`config.mk`:
```
export PLATFORM = sky130hd
export DESIGN_NAME = lru_key_value_cache_unit
export DESIGN_NICKNAME = d
export VERILOG_FILES = /design/src/rtl/core/lkvc_pkg.sv /design/src/rtl/core/lru_key_value_cache_unit.sv /design/src/rtl/core/lkvc_ctrl.sv /design/src/rtl/core/lkvc_dpath.sv
export SDC_FILE = /design/constraint.sdc
export NUM_CORES = 1
export LEC_CHECK = 0
export BUFFER_PORTS_ARGS = -buffer_cell sky130_fd_sc_hd__buf_2
export CAP_MARGIN = 10
export CORE_UTILIZATION = 55
export CTS_CLUSTER_DIAMETER = 30
export DETAILED_ROUTE_END_ITERATION = 16
export PLACE_DENSITY = 0.71
export SLEW_MARGIN = 10
export SYNTH_ARGS = -nofsm -noshare
export SYNTH_HDL_FRONTEND = slang
export SYNTH_SLANG_ARGS = --single-unit
```
`constraint.sdc`:
```
create_clock -name clk -period 6.82 [get_ports clk]
set_clock_uncertainty 0.05 [all_clocks]
set_input_delay 1.023 -clock clk [delete_from_list [all_inputs] [get_ports clk]]
set_output_delay 1.023 -clock clk [all_outputs]
set_load 0.02 [all_outputs]
```
`src/rtl/core/lkvc_pkg.sv`:
```
package lkvc_pkg;

	localparam int KEY_W  = 32;
	localparam int DATA_W = 32;
	localparam int SIZE_W = 5;

	localparam logic [SIZE_W-1:0] SIZE_RESET = 5'd16;

	localparam logic CMD_GET = 1'b0;
	localparam logic CMD_PUT = 1'b1;

	localparam logic signed [DATA_W-1:0] MISS_VALUE = -32'sd1;

	typedef struct packed {
		logic                     cmd;
		logic signed [KEY_W-1:0]  lookup_key;
		logic signed [DATA_W-1:0] write_value;
	} req_t;

	typedef struct packed {
		logic                     hit;
		logic signed [DATA_W-1:0] read_value;
	} rsp_t;

	typedef enum logic [2:0] {
		ST_IDLE,
		ST_SCAN,
		ST_DRAIN,
		ST_ACT,
		ST_RESP
	} state_t;

	// controller to datapath
	typedef struct packed {
		logic load;
		logic scan;
		logic act;
	} ctrl_cmd_t;

	// datapath to controller
	typedef struct packed {
		logic scan_last;
	} dp_stat_t;

endpackage

```
`src/rtl/core/lru_key_value_cache_unit.sv`:
```
// Fully associative key-value cache with least-recently-used replacement.
// Requests: drive req (cmd, lookup_key, write_value) with start; the word is
// taken at a rising edge where start is high and busy is low. cmd get looks
// a key up, cmd put updates the key or inserts it, evicting the least recent
// entry once cache_size entries are in use.
// Results: done is high for exactly one cycle with rsp (hit, read_value);
// read_value is -1 on a get miss and for every put. The receiver cannot hold
// results off, so rsp must be captured in that cycle.
// Sequence: after acceptance the scan reads the key memory one entry a
// cycle, then a drain state finishes the last compare, an act state
// updates the stores and a response state presents the result. A new
// request may be accepted in the cycle that done is shown; the block works
// on one request at a time.
// Configuration: wr_en with wr_data writes cache_size; write it only while
// idle. Zero acts as one and values above ENTRIES act as ENTRIES.
// Reset: arst_n clears every entry to empty and sets cache_size to 16; no
// clearing pass is needed, the block accepts work straight after reset.
module lru_key_value_cache_unit
	import lkvc_pkg::*;
#(
	parameter int ENTRIES = 16
) (
	input  logic              clk,
	input  logic              arst_n,
	input  logic              start,
	output logic              busy,
	input  req_t              req,
	output logic              done,
	output rsp_t              rsp,
	input  logic              wr_en,
	input  logic [SIZE_W-1:0] wr_data
);

	ctrl_cmd_t cmd;
	dp_stat_t  stat;

	lkvc_ctrl u_ctrl (
		.clk    (clk),
		.arst_n (arst_n),
		.start  (start),
		.stat   (stat),
		.cmd    (cmd),
		.busy   (busy),
		.done   (done)
	);

	lkvc_dpath #(
		.ENTRIES (ENTRIES)
	) u_dpath (
		.clk     (clk),
		.arst_n  (arst_n),
		.cmd     (cmd),
		.stat    (stat),
		.req     (req),
		.rsp     (rsp),
		.wr_en   (wr_en),
		.wr_data (wr_data)
	);

endmodule

```
`src/rtl/core/lkvc_ctrl.sv`:
```
module lkvc_ctrl
	import lkvc_pkg::*;
(
	input  logic      clk,
	input  logic      arst_n,
	input  logic      start,
	input  dp_stat_t  stat,
	output ctrl_cmd_t cmd,
	output logic      busy,
	output logic      done
);

	state_t state_q;
	state_t state_nxt;

	always_ff @(posedge clk or negedge arst_n) begin
		if (!arst_n) begin
			state_q <= ST_IDLE;
		end else begin
			state_q <= state_nxt;
		end
	end

	always_comb begin
		state_nxt = state_q;
		unique case (state_q)
			ST_IDLE: begin
				if (start) state_nxt = ST_SCAN;
			end
			ST_SCAN: begin
				if (stat.scan_last) state_nxt = ST_DRAIN;
			end
			ST_DRAIN: begin
				state_nxt = ST_ACT;
			end
			ST_ACT: begin
				state_nxt = ST_RESP;
			end
			ST_RESP: begin
				// take the next word while the result is shown
				state_nxt = start ? ST_SCAN : ST_IDLE;
			end
			default: begin
				state_nxt = ST_IDLE;
			end
		endcase
	end

	always_comb begin
		busy     = 1'b1;
		done     = 1'b0;
		cmd.scan = 1'b0;
		cmd.act  = 1'b0;
		unique case (state_q)
			ST_IDLE:  busy = 1'b0;
			ST_SCAN:  cmd.scan = 1'b1;
			ST_DRAIN: busy = 1'b1;
			ST_ACT:   cmd.act = 1'b1;
			ST_RESP: begin
				busy = 1'b0;
				done = 1'b1;
			end
			default:  busy = 1'b1;
		endcase
		cmd.load = start && !busy;
	end

endmodule

```
`src/rtl/core/lkvc_dpath.sv`:
```
module lkvc_dpath
	import lkvc_pkg::*;
#(
	parameter int ENTRIES = 16
) (
	input  logic              clk,
	input  logic              arst_n,
	input  ctrl_cmd_t         cmd,
	output dp_stat_t          stat,
	input  req_t              req,
	output rsp_t              rsp,
	input  logic              wr_en,
	input  logic [SIZE_W-1:0] wr_data
);

	localparam int IW = (ENTRIES > 1) ? $clog2(ENTRIES) : 1;
	localparam int UW = $clog2(ENTRIES + 1);
	localparam int CW = (UW > SIZE_W) ? UW : SIZE_W;
	localparam logic [IW-1:0] LAST_IDX = IW'(ENTRIES - 1);

	// key and value stores
	logic [KEY_W-1:0]  key_mem [ENTRIES];
	logic [DATA_W-1:0] val_mem [ENTRIES];

	logic [ENTRIES-1:0] valid_q;
	logic [IW-1:0]      rank_q [ENTRIES];
	logic [UW-1:0]      used_q;
	logic [SIZE_W-1:0]  cache_size_q;

	req_t              req_q;
	logic [IW-1:0]     idx_q;
	logic              cmp_s1;
	logic [IW-1:0]     idx_s1;
	logic              valid_s1;
	logic [IW-1:0]     rank_s1;
	logic [KEY_W-1:0]  key_rd_s1;
	logic [DATA_W-1:0] val_rd_q;

	logic          hit_q;
	logic [IW-1:0] found_q;
	logic [IW-1:0] found_rank_q;
	logic          free_any_q;
	logic [IW-1:0] free_idx_q;
	logic          vic_any_q;
	logic [IW-1:0] vic_idx_q;
	logic [IW-1:0] vic_rank_q;

	logic [CW-1:0] size_ext;
	logic [CW-1:0] eff_size;
	logic          room;
	logic          is_put;
	logic          do_fill;
	logic          do_evict;
	logic          do_install;
	logic [IW-1:0] tgt;

	assign stat.scan_last = (idx_q == LAST_IDX);

	always_ff @(posedge clk or negedge arst_n) begin
		if (!arst_n) begin
			cache_size_q <= SIZE_RESET;
		end else if (wr_en) begin
			cache_size_q <= wr_data;
		end
	end

	// zero acts as one, anything past the store depth as the depth
	always_comb begin
		size_ext = CW'(cache_size_q);
		eff_size = size_ext;
		if (size_ext == '0) begin
			eff_size = CW'(1);
		end else if (size_ext > CW'(ENTRIES)) begin
			eff_size = CW'(ENTRIES);
		end
	end

	assign room       = CW'(used_q) < eff_size;
	assign is_put     = (req_q.cmd == CMD_PUT);
	assign do_fill    = is_put && !hit_q && room && free_any_q;
	assign do_evict   = is_put && !hit_q && !room && vic_any_q;
	assign do_install = do_fill || do_evict;

	always_comb begin
		if (hit_q) begin
			tgt = found_q;
		end else if (do_fill) begin
			tgt = free_idx_q;
		end else begin
			tgt = vic_idx_q;
		end
	end

	always_ff @(posedge clk) begin
		if (cmd.load) req_q <= req;
	end

	// scan address
	always_ff @(posedge clk or negedge arst_n) begin
		if (!arst_n) begin
			idx_q <= '0;
		end else if (cmd.load) begin
			idx_q <= '0;
		end else if (cmd.scan && !stat.scan_last) begin
			idx_q <= idx_q + IW'(1);
		end
	end

	always_ff @(posedge clk or negedge arst_n) begin
		if (!arst_n) begin
			cmp_s1 <= 1'b0;
		end else begin
			cmp_s1 <= cmd.scan;
		end
	end

	always_ff @(posedge clk) begin
		if (cmd.scan) begin
			key_rd_s1 <= key_mem[idx_q];
			idx_s1    <= idx_q;
			valid_s1  <= valid_q[idx_q];
			rank_s1   <= rank_q[idx_q];
		end
		if (cmd.act && do_install) key_mem[tgt] <= req_q.lookup_key;
	end

	always_ff @(posedge clk) begin
		if (cmd.act) begin
			val_rd_q <= val_mem[found_q];
			if (is_put && (hit_q || do_install)) val_mem[tgt] <= req_q.write_value;
		end
	end

	// match, first free slot and least recent slot, one entry a cycle
	always_ff @(posedge clk or negedge arst_n) begin
		if (!arst_n) begin
			hit_q      <= 1'b0;
			free_any_q <= 1'b0;
			vic_any_q  <= 1'b0;
		end else if (cmd.load) begin
			hit_q      <= 1'b0;
			free_any_q <= 1'b0;
			vic_any_q  <= 1'b0;
		end else if (cmp_s1) begin
			if (valid_s1 && key_rd_s1 == req_q.lookup_key && !hit_q) begin
				hit_q        <= 1'b1;
				found_q      <= idx_s1;
				found_rank_q <= rank_s1;
			end
			if (!valid_s1 && !free_any_q) begin
				free_any_q <= 1'b1;
				free_idx_q <= idx_s1;
			end
			if (valid_s1 && (!vic_any_q || rank_s1 > vic_rank_q)) begin
				vic_any_q  <= 1'b1;
				vic_idx_q  <= idx_s1;
				vic_rank_q <= rank_s1;
			end
		end
	end

	always_ff @(posedge clk or negedge arst_n) begin
		if (!arst_n) begin
			valid_q <= '0;
			used_q  <= '0;
			for (int i = 0; i < ENTRIES; i++) rank_q[i] <= '0;
		end else if (cmd.act) begin
			if (do_fill) used_q <= used_q + UW'(1);
			for (int i = 0; i < ENTRIES; i++) begin
				if (hit_q) begin
					// promote the hit slot, age those that were younger
					if (IW'(i) == found_q) begin
						rank_q[i] <= '0;
					end else if (valid_q[i] && rank_q[i] < found_rank_q) begin
						rank_q[i] <= rank_q[i] + IW'(1);
					end
				end else if (do_install) begin
					if (IW'(i) == tgt) begin
						rank_q[i]  <= '0;
						valid_q[i] <= 1'b1;
					end else if (valid_q[i]) begin
						rank_q[i] <= rank_q[i] + IW'(1);
					end
				end
			end
		end
	end

	assign rsp.hit        = hit_q;
	assign rsp.read_value = (hit_q && req_q.cmd == CMD_GET) ? val_rd_q : MISS_VALUE;

endmodule

```
* Yosys cells after proc, flatten, opt, wreduce, memory -nomap -nowiden
Memories as Yosys holds them, arrays and structs flattened. A register that Yosys moved wholly into a read port is not among the register bits. Index checks and enable logic that the tools add are counted.
Storage, ports and cells: register bits 195, bits in writable memories 1024, input bits 74, output and inout port bits 35, logic and storage cells 386, memories 2
Memories:
- u_dpath.key_mem | depth 16, width 32, read ports 1, clocked after Yosys merged registers in 1, write ports 1, RTL line lkvc_dpath.sv:22 | logic [KEY_W-1:0] key_mem [ENTRIES];
- u_dpath.val_mem | depth 16, width 32, read ports 1, clocked after Yosys merged registers in 1, write ports 1, RTL line lkvc_dpath.sv:23 | logic [DATA_W-1:0] val_mem [ENTRIES];
Cells by class: add/sub/neg operators 18, order comparisons 21, equal/unequal tests 54, muxes and demuxes 130, bitwise gates (word level) 4, reduce and logical (&&, ||, !) cells 106
Operators with widths (number):
- $mux W4 | 102
- $reduce_and A4 Y1 | 35
- $add A4 B1 Y4 const B | 17
- $eq A4 B4 Y1 const A | 16
- $lt A4 B4 Y1 | 16
- $ne A3 B3 Y1 const B | 16
- $reduce_bool A3 Y1 | 16
- $eq A3 B4 Y1 const A | 8
- $eq A32 B32 Y1 | 1
- $mux W32 | 1
- $logic_and A1 B1 Y1 | 30
- $mux W1 | 20
- $bmux W4 S4 | 1
- $eq A2 B4 Y1 const A | 4
- $pmux W3 S5 | 1
- $reduce_bool A2 Y1 | 6
- $mux W5 | 2
- $reduce_and A2 Y1 | 5
- $eq A1 B4 Y1 const A | 2
- $logic_not A4 Y1 | 2
- $eq A3 B2 Y1 const B | 2
- $logic_not A1 Y1 | 6
- $mux W3 | 2
- $add A5 B1 Y5 const B | 1
- other kinds (17) | 21

* Depth between registers and ports, before layout
word-level depth 13, mapped depth 12, gate-level depth less buffers 11

* By module
From an unflattened synthesis, not the netlist that was laid out.
Second synthesis, totals: cells, all modules 2450, area total of the unflattened synthesis 51429.3 um2
Modules (own cells, without submodules):
- lkvc_dpath | instances 1, cells each 2434, area an instance 51266.7 um2, sequential area each 37947.6 um2
- lkvc_ctrl | instances 1, cells each 16, area an instance 162.7 um2, sequential area each 75.1 um2

* Worst setup path before layout
OpenSTA, ideal clock, no wires.
path type register -> register, start point reg u_dpath.cache_size_q[4], end point mem u_dpath.key_mem[11][0] (enable), library setup time 0.461 ns, arrival 4.634 ns, required time 6.309 ns, slack 1.675 ns, cell stages (with the launch flop) 11, path buffers 1, period minus slack after synthesis 5.145 ns, cell sequence dfstp_2 -> inv_1 -> ha_1 -> a21oi_1 -> o2111ai_2 -> a21oi_4 -> mux2_4 -> mux2i_2 -> buf_2 -> nand2_1 -> nor3_1
On the way: longest elaborated chain between the ends 11, elaborated cells on any way between the ends 16, classes of those cells 2 x order compare; 6 x mux; 8 x reduce/logical
Ends and longest elaborated chain:
- from (decl) | RTL line lkvc_dpath.sv:28 | logic [SIZE_W-1:0] cache_size_q;
- from (signal assigned) | RTL line lkvc_dpath.sv:63 | cache_size_q <= wr_data;
- $gt A5 B5 Y1 | RTL line lkvc_dpath.sv:73 | end else if (size_ext > CW'(ENTRIES)) begin
- $mux W5 | RTL line lkvc_dpath.sv:73
- $mux W5 (*) | RTL line lkvc_dpath.sv:71 | if (size_ext == '0) begin
- $lt A5 B5 Y1 (*) | RTL line lkvc_dpath.sv:78 | assign room = CW'(used_q) < eff_size;
- $logic_not A1 Y1 | RTL line lkvc_dpath.sv:81 | assign do_evict = is_put && !hit_q && !room && vic_any_q;
- $logic_and A1 B1 Y1 (2 in a row) | RTL line lkvc_dpath.sv:81
- $logic_or A1 B1 Y1 | RTL line lkvc_dpath.sv:82 | assign do_install = do_fill || do_evict;
- $logic_and A1 B1 Y1 | RTL line lkvc_dpath.sv:124 | if (cmd.act && do_install) key_mem[tgt] <= req_q.lookup_key;
- $mux W1 | RTL line lkvc_dpath.sv:124
- $mux W1 (implied by the code) | RTL line lkvc_dpath.sv:124
- to (decl) | RTL line lkvc_dpath.sv:22
Mark *: on every way between the ends. The rest lies on a longest branch, timed or not.

* Worst setup path in the final report
start point reg u_dpath.cache_size_q[4], end point mem u_dpath.key_mem[2][14] (enable)
Same word-level chain as after synthesis.

==> results.json <==
{
  "status": "finished clean",
  "core_sq_mm": 0.0921,
  "start_kind": "register",
  "antenna_left": 0,
  "fin_tns_setup_ns": 0,
  "finalWirelength_mm": 127,
  "drv_cap": 0,
  "layout-drive-gt1-share": 0.332,
  "tightest_slew_ns": 1.28,
  "relSlewSlack": 0.145,
  "yosys.area_share.simple": 0.0333,
  "grt_start_max_net_pins": 133,
  "finalSetupViolCount": 0,
  "cts_resized": 0,
  "htree_levels": 4,
  "ys_ff_latch": 1283,
  "vias": 26700,
  "grt_pass1_wl_mm": 185,
  "numCtsBuffers": 210,
  "synth_cells": 2451,
  "fp.dieH_um": 307,
  "cts_hold_buffers": 0,
  "slew_viol_final": 0,
  "pin_count": 109,
  "drc": 0,
  "critPathRequiredTime_ns": 7.15,
  "worstSetupPathType": "reg2reg",
  "r2r_slack_ns": 1.82,
  "powerDensity_mw_per_mm2": 390,
  "dr.first_iter.drc_count": 3401,
  "cts.sinks": 1283,
  "critPathCaptureType": "register",
  "cts_tree": "yes",
  "grtUsageTotal": 0.275,
  "path_max_fanout": 32,
  "root_buffer": "clkbuf_16",
  "die-width_um": 307,
  "path_clk_slew_ns": 0.05,
  "fin_crit_ns": 5.00,
  "routed_via_density": 6.45,
  "synth_nets": 2599,
  "port_buffers": 108,
  "worstPathArrival_ns": 5.33,
  "yosysSeqAreaShare": 0.741,
  "yosys_warnings": 0,
  "grt-ovfl-total": 0,
  "synth-xor-area-share": 0.00666,
  "cts_buffer_depth": 3,
  "power_leakage_nw": 20.4,
  "yosys.area_share.adder": 0.0180,
  "synth_cell_types": 58,
  "synth_compound_area_frac": 0.0315,
  "area_growth_pct": 19.1,
  "cts_setup_buffers": 0,
  "syn_area_sq_mm": 0.0513,
  "post-dp-hpwl_mm": 69.3,
  "synth_top_family_by_area": "multiplexers",
  "drt-pass1-iter-count": 6,
  "grt_pass1_vias": 27500,
  "clkLatencyLatePin_ns": 0.80,
  "hp-class": "in2async",
  "final_nets": 2866,
  "max-vdd-ir-drop_mv": 0.403,
  "synthMuxAreaShare": 0.158,
  "max_freq_mhz": 200,
  "fp.dieArea_sq_mm": 0.0945,
  "antenna_found_initial": 6,
  "grt_setup_unrepaired": "no",
  "post-route-period-util": 0.733,
  "start_util": 0.557,
  "rows": 111,
  "hold_ws_ns": 0.234,
  "hold_violations": 0,
  "gp_congestion": 0.884,
  "wl_per_cell_um": 30.8,
  "synth.avg_cell_area_sq_um": 20.9
}
worst max-delay path, cell delays in order (launching register included):
cell and delay [ns]:
dfstp_2 0.53, inv_1 0.08, ha_1 0.34, a21oi_1 0.24, o2111ai_2 0.18, a21oi_4 0.35, mux2_4 0.35, mux2_4 0.35
nor2_1 0.65, nand2_1 0.40, nor2_4 1.05
registers in the layout, summed over array words and instances, names as in the netlist, 3 cells and up:
register	flops
u_dpath.req_q	64
u_ctrl.state_q	3
u_dpath.key_rd_s1	32
u_dpath.rank_s1	4
u_dpath.idx_s1	4
u_dpath.rank_q	64
u_dpath.idx_q	4
u_dpath.found_q	4
u_dpath.vic_rank_q	4
u_dpath.key_mem	512
u_dpath.val_rd_q	32
u_dpath.used_q	5
u_dpath.found_rank_q	4
u_dpath.free_idx_q	4
u_dpath.vic_idx_q	4
u_dpath.cache_size_q	5
u_dpath.valid_q	16
u_dpath.val_mem	512
routing by layer:
layer,part of all wire,track usage,vias to the layer above
met1,0.39,0.377,14000
met3,0.10,0.0754,285
met2,0.48,0.427,1608
li1,-,-,10800
met4,0.032,0.101,4
met5,0.00022,0,-
logic make-up (layout without fill, tap and decap cells):
family / count (synthesis) / after routing
flip-flops: 1283 / 1283
XOR/XNOR: 39 / 39
AND/OR/NAND/NOR: 318 / 318
other: 0 / 2
AO/OA/AOI/OAI: 224 / 224
adder cells (fa/ha/maj): 74 / 74
multiplexers: 371 / 371
buffers and inverters: 142 / 587
path summary, 6_finish.rpt:
| check | from | endpoint | cells past startpoint |
|---|---|---|---|
| max | u_dpath.cache_size_q[4] | u_dpath.key_mem[2][14] | 10 |
| min | arst_n | u_dpath.rank_q[34] | 1 |
| max reg2reg | u_dpath.cache_size_q[4] | u_dpath.key_mem[2][14] | 10 |
| min reg2reg | u_dpath.rank_s1[0] | u_dpath.vic_rank_q[0] | 0 |
| max in group asynchronous | arst_n | u_dpath.rank_q[26] | 2 |
| min in group clk | req[1] | u_dpath.req_q[1] | 1 |
report_power, final:
| group | total, mW | internal (mW) | switching (mW) |
|---|---|---|---|
| logic | 3.06 | 1.38 | 1.69 |
| clock network | 10.7 | 6.79 | 3.90 |
| registers | 10.1 | 9.42 | 0.677 |
cell usage after synthesis, drive strengths merged:
cell     count  area, sq um
edfxtp    1182        35500
mux4       345         7770
nor2       110          425
dfrtp      100         2500
ha          74          926
clkbuf      71          267
or3         48          330
a21o        45          338
a22o        44          385
nand2       42          158
a21oi       41          254
o21ai       41          205
buf         39          213
nand4       37          238
inv         32          120
xnor2       32          280
nand2b      22          138
mux2        20          255
nor2b       19          119
a31oi       17          106
or2         16          100
o21bai      12         90.1
a32o        10          100
nor3         7         40.0
o2111ai      7         67.6
xor2         7         61.3
mux2i        6         71.3
nor3b        6         65.1
a221o        4         40.0
nor4         4         46.3
and2         3         21.3
nand3        2         10.0
a211oi       1         7.51
a41o         1         10.0
and4         1         8.76
dfstp        1         26.3
nor4b        1         8.76
o211a        1         10.0
metrics by stage:
| stage | utilization | std cells | power (mW) | area [sq um] | setup WS (ns) |
|---|---|---|---|---|---|
| floorplan | - | 2451 | 12.1 | 51300 | 1.67 |
| global placement | 0.582 | 3737 | 13.1 | 53500 | 1.97 |
| detailed placement | 0.583 | 3743 | 13.2 | 53700 | 1.88 |
| CTS | 0.662 | 4133 | 23.9 | 61000 | 1.79 |
| global route | 0.664 | 4140 | 24.5 | 61100 | 1.65 |
| finish | 0.664 | 4141 | 23.9 | 61100 | 1.82 |
placed cells by master (no fill, tap or decap), types with 7 or more instances in the layout:
| master | instances |
|---|---|
| a21o_1 | 45 |
| a21oi_1 | 30 |
| a21oi_2 | 10 |
| a22o_1 | 44 |
| a31oi_1 | 17 |
| a32o_1 | 10 |
| buf_12 | 9 |
| buf_2 | 107 |
| buf_4 | 44 |
| bufinv_16 | 26 |
| clkbuf_1 | 22 |
| clkbuf_16 | 212 |
| clkinv_1 | 25 |
| clkinv_2 | 32 |
| clkinv_4 | 25 |
| clkinvlp_4 | 17 |
| dfrtp_1 | 96 |
| edfxtp_1 | 1182 |
| ha_1 | 74 |
| inv_1 | 30 |
| inv_6 | 10 |
| mux2_2 | 12 |
| mux2_4 | 8 |
| mux4_2 | 345 |
| nand2_1 | 42 |
| nand2b_1 | 22 |
| nand4_1 | 36 |
| nor2_1 | 78 |
| nor2_4 | 30 |
| nor2b_1 | 19 |
| o21ai_0 | 36 |
| o21bai_1 | 12 |
| or2_2 | 14 |
| or3_1 | 42 |
| xnor2_1 | 32 |
| xor2_1 | 7 |
layout make-up:
cell class | instances | area (sq um)
Inverter | 32 | 120
Antenna cell | 2 | 5.00
Tap cell | 1243 | 1560
Multi-Input combinational cell | 1026 | 12900
Clock buffer | 239 | 5460
Fill cell | 5654 | 31000
Clock inverter | 151 | 1810
Sequential cell | 1283 | 38000
Timing Repair Buffer | 165 | 1180
Power figures use the tool's default switching activity.
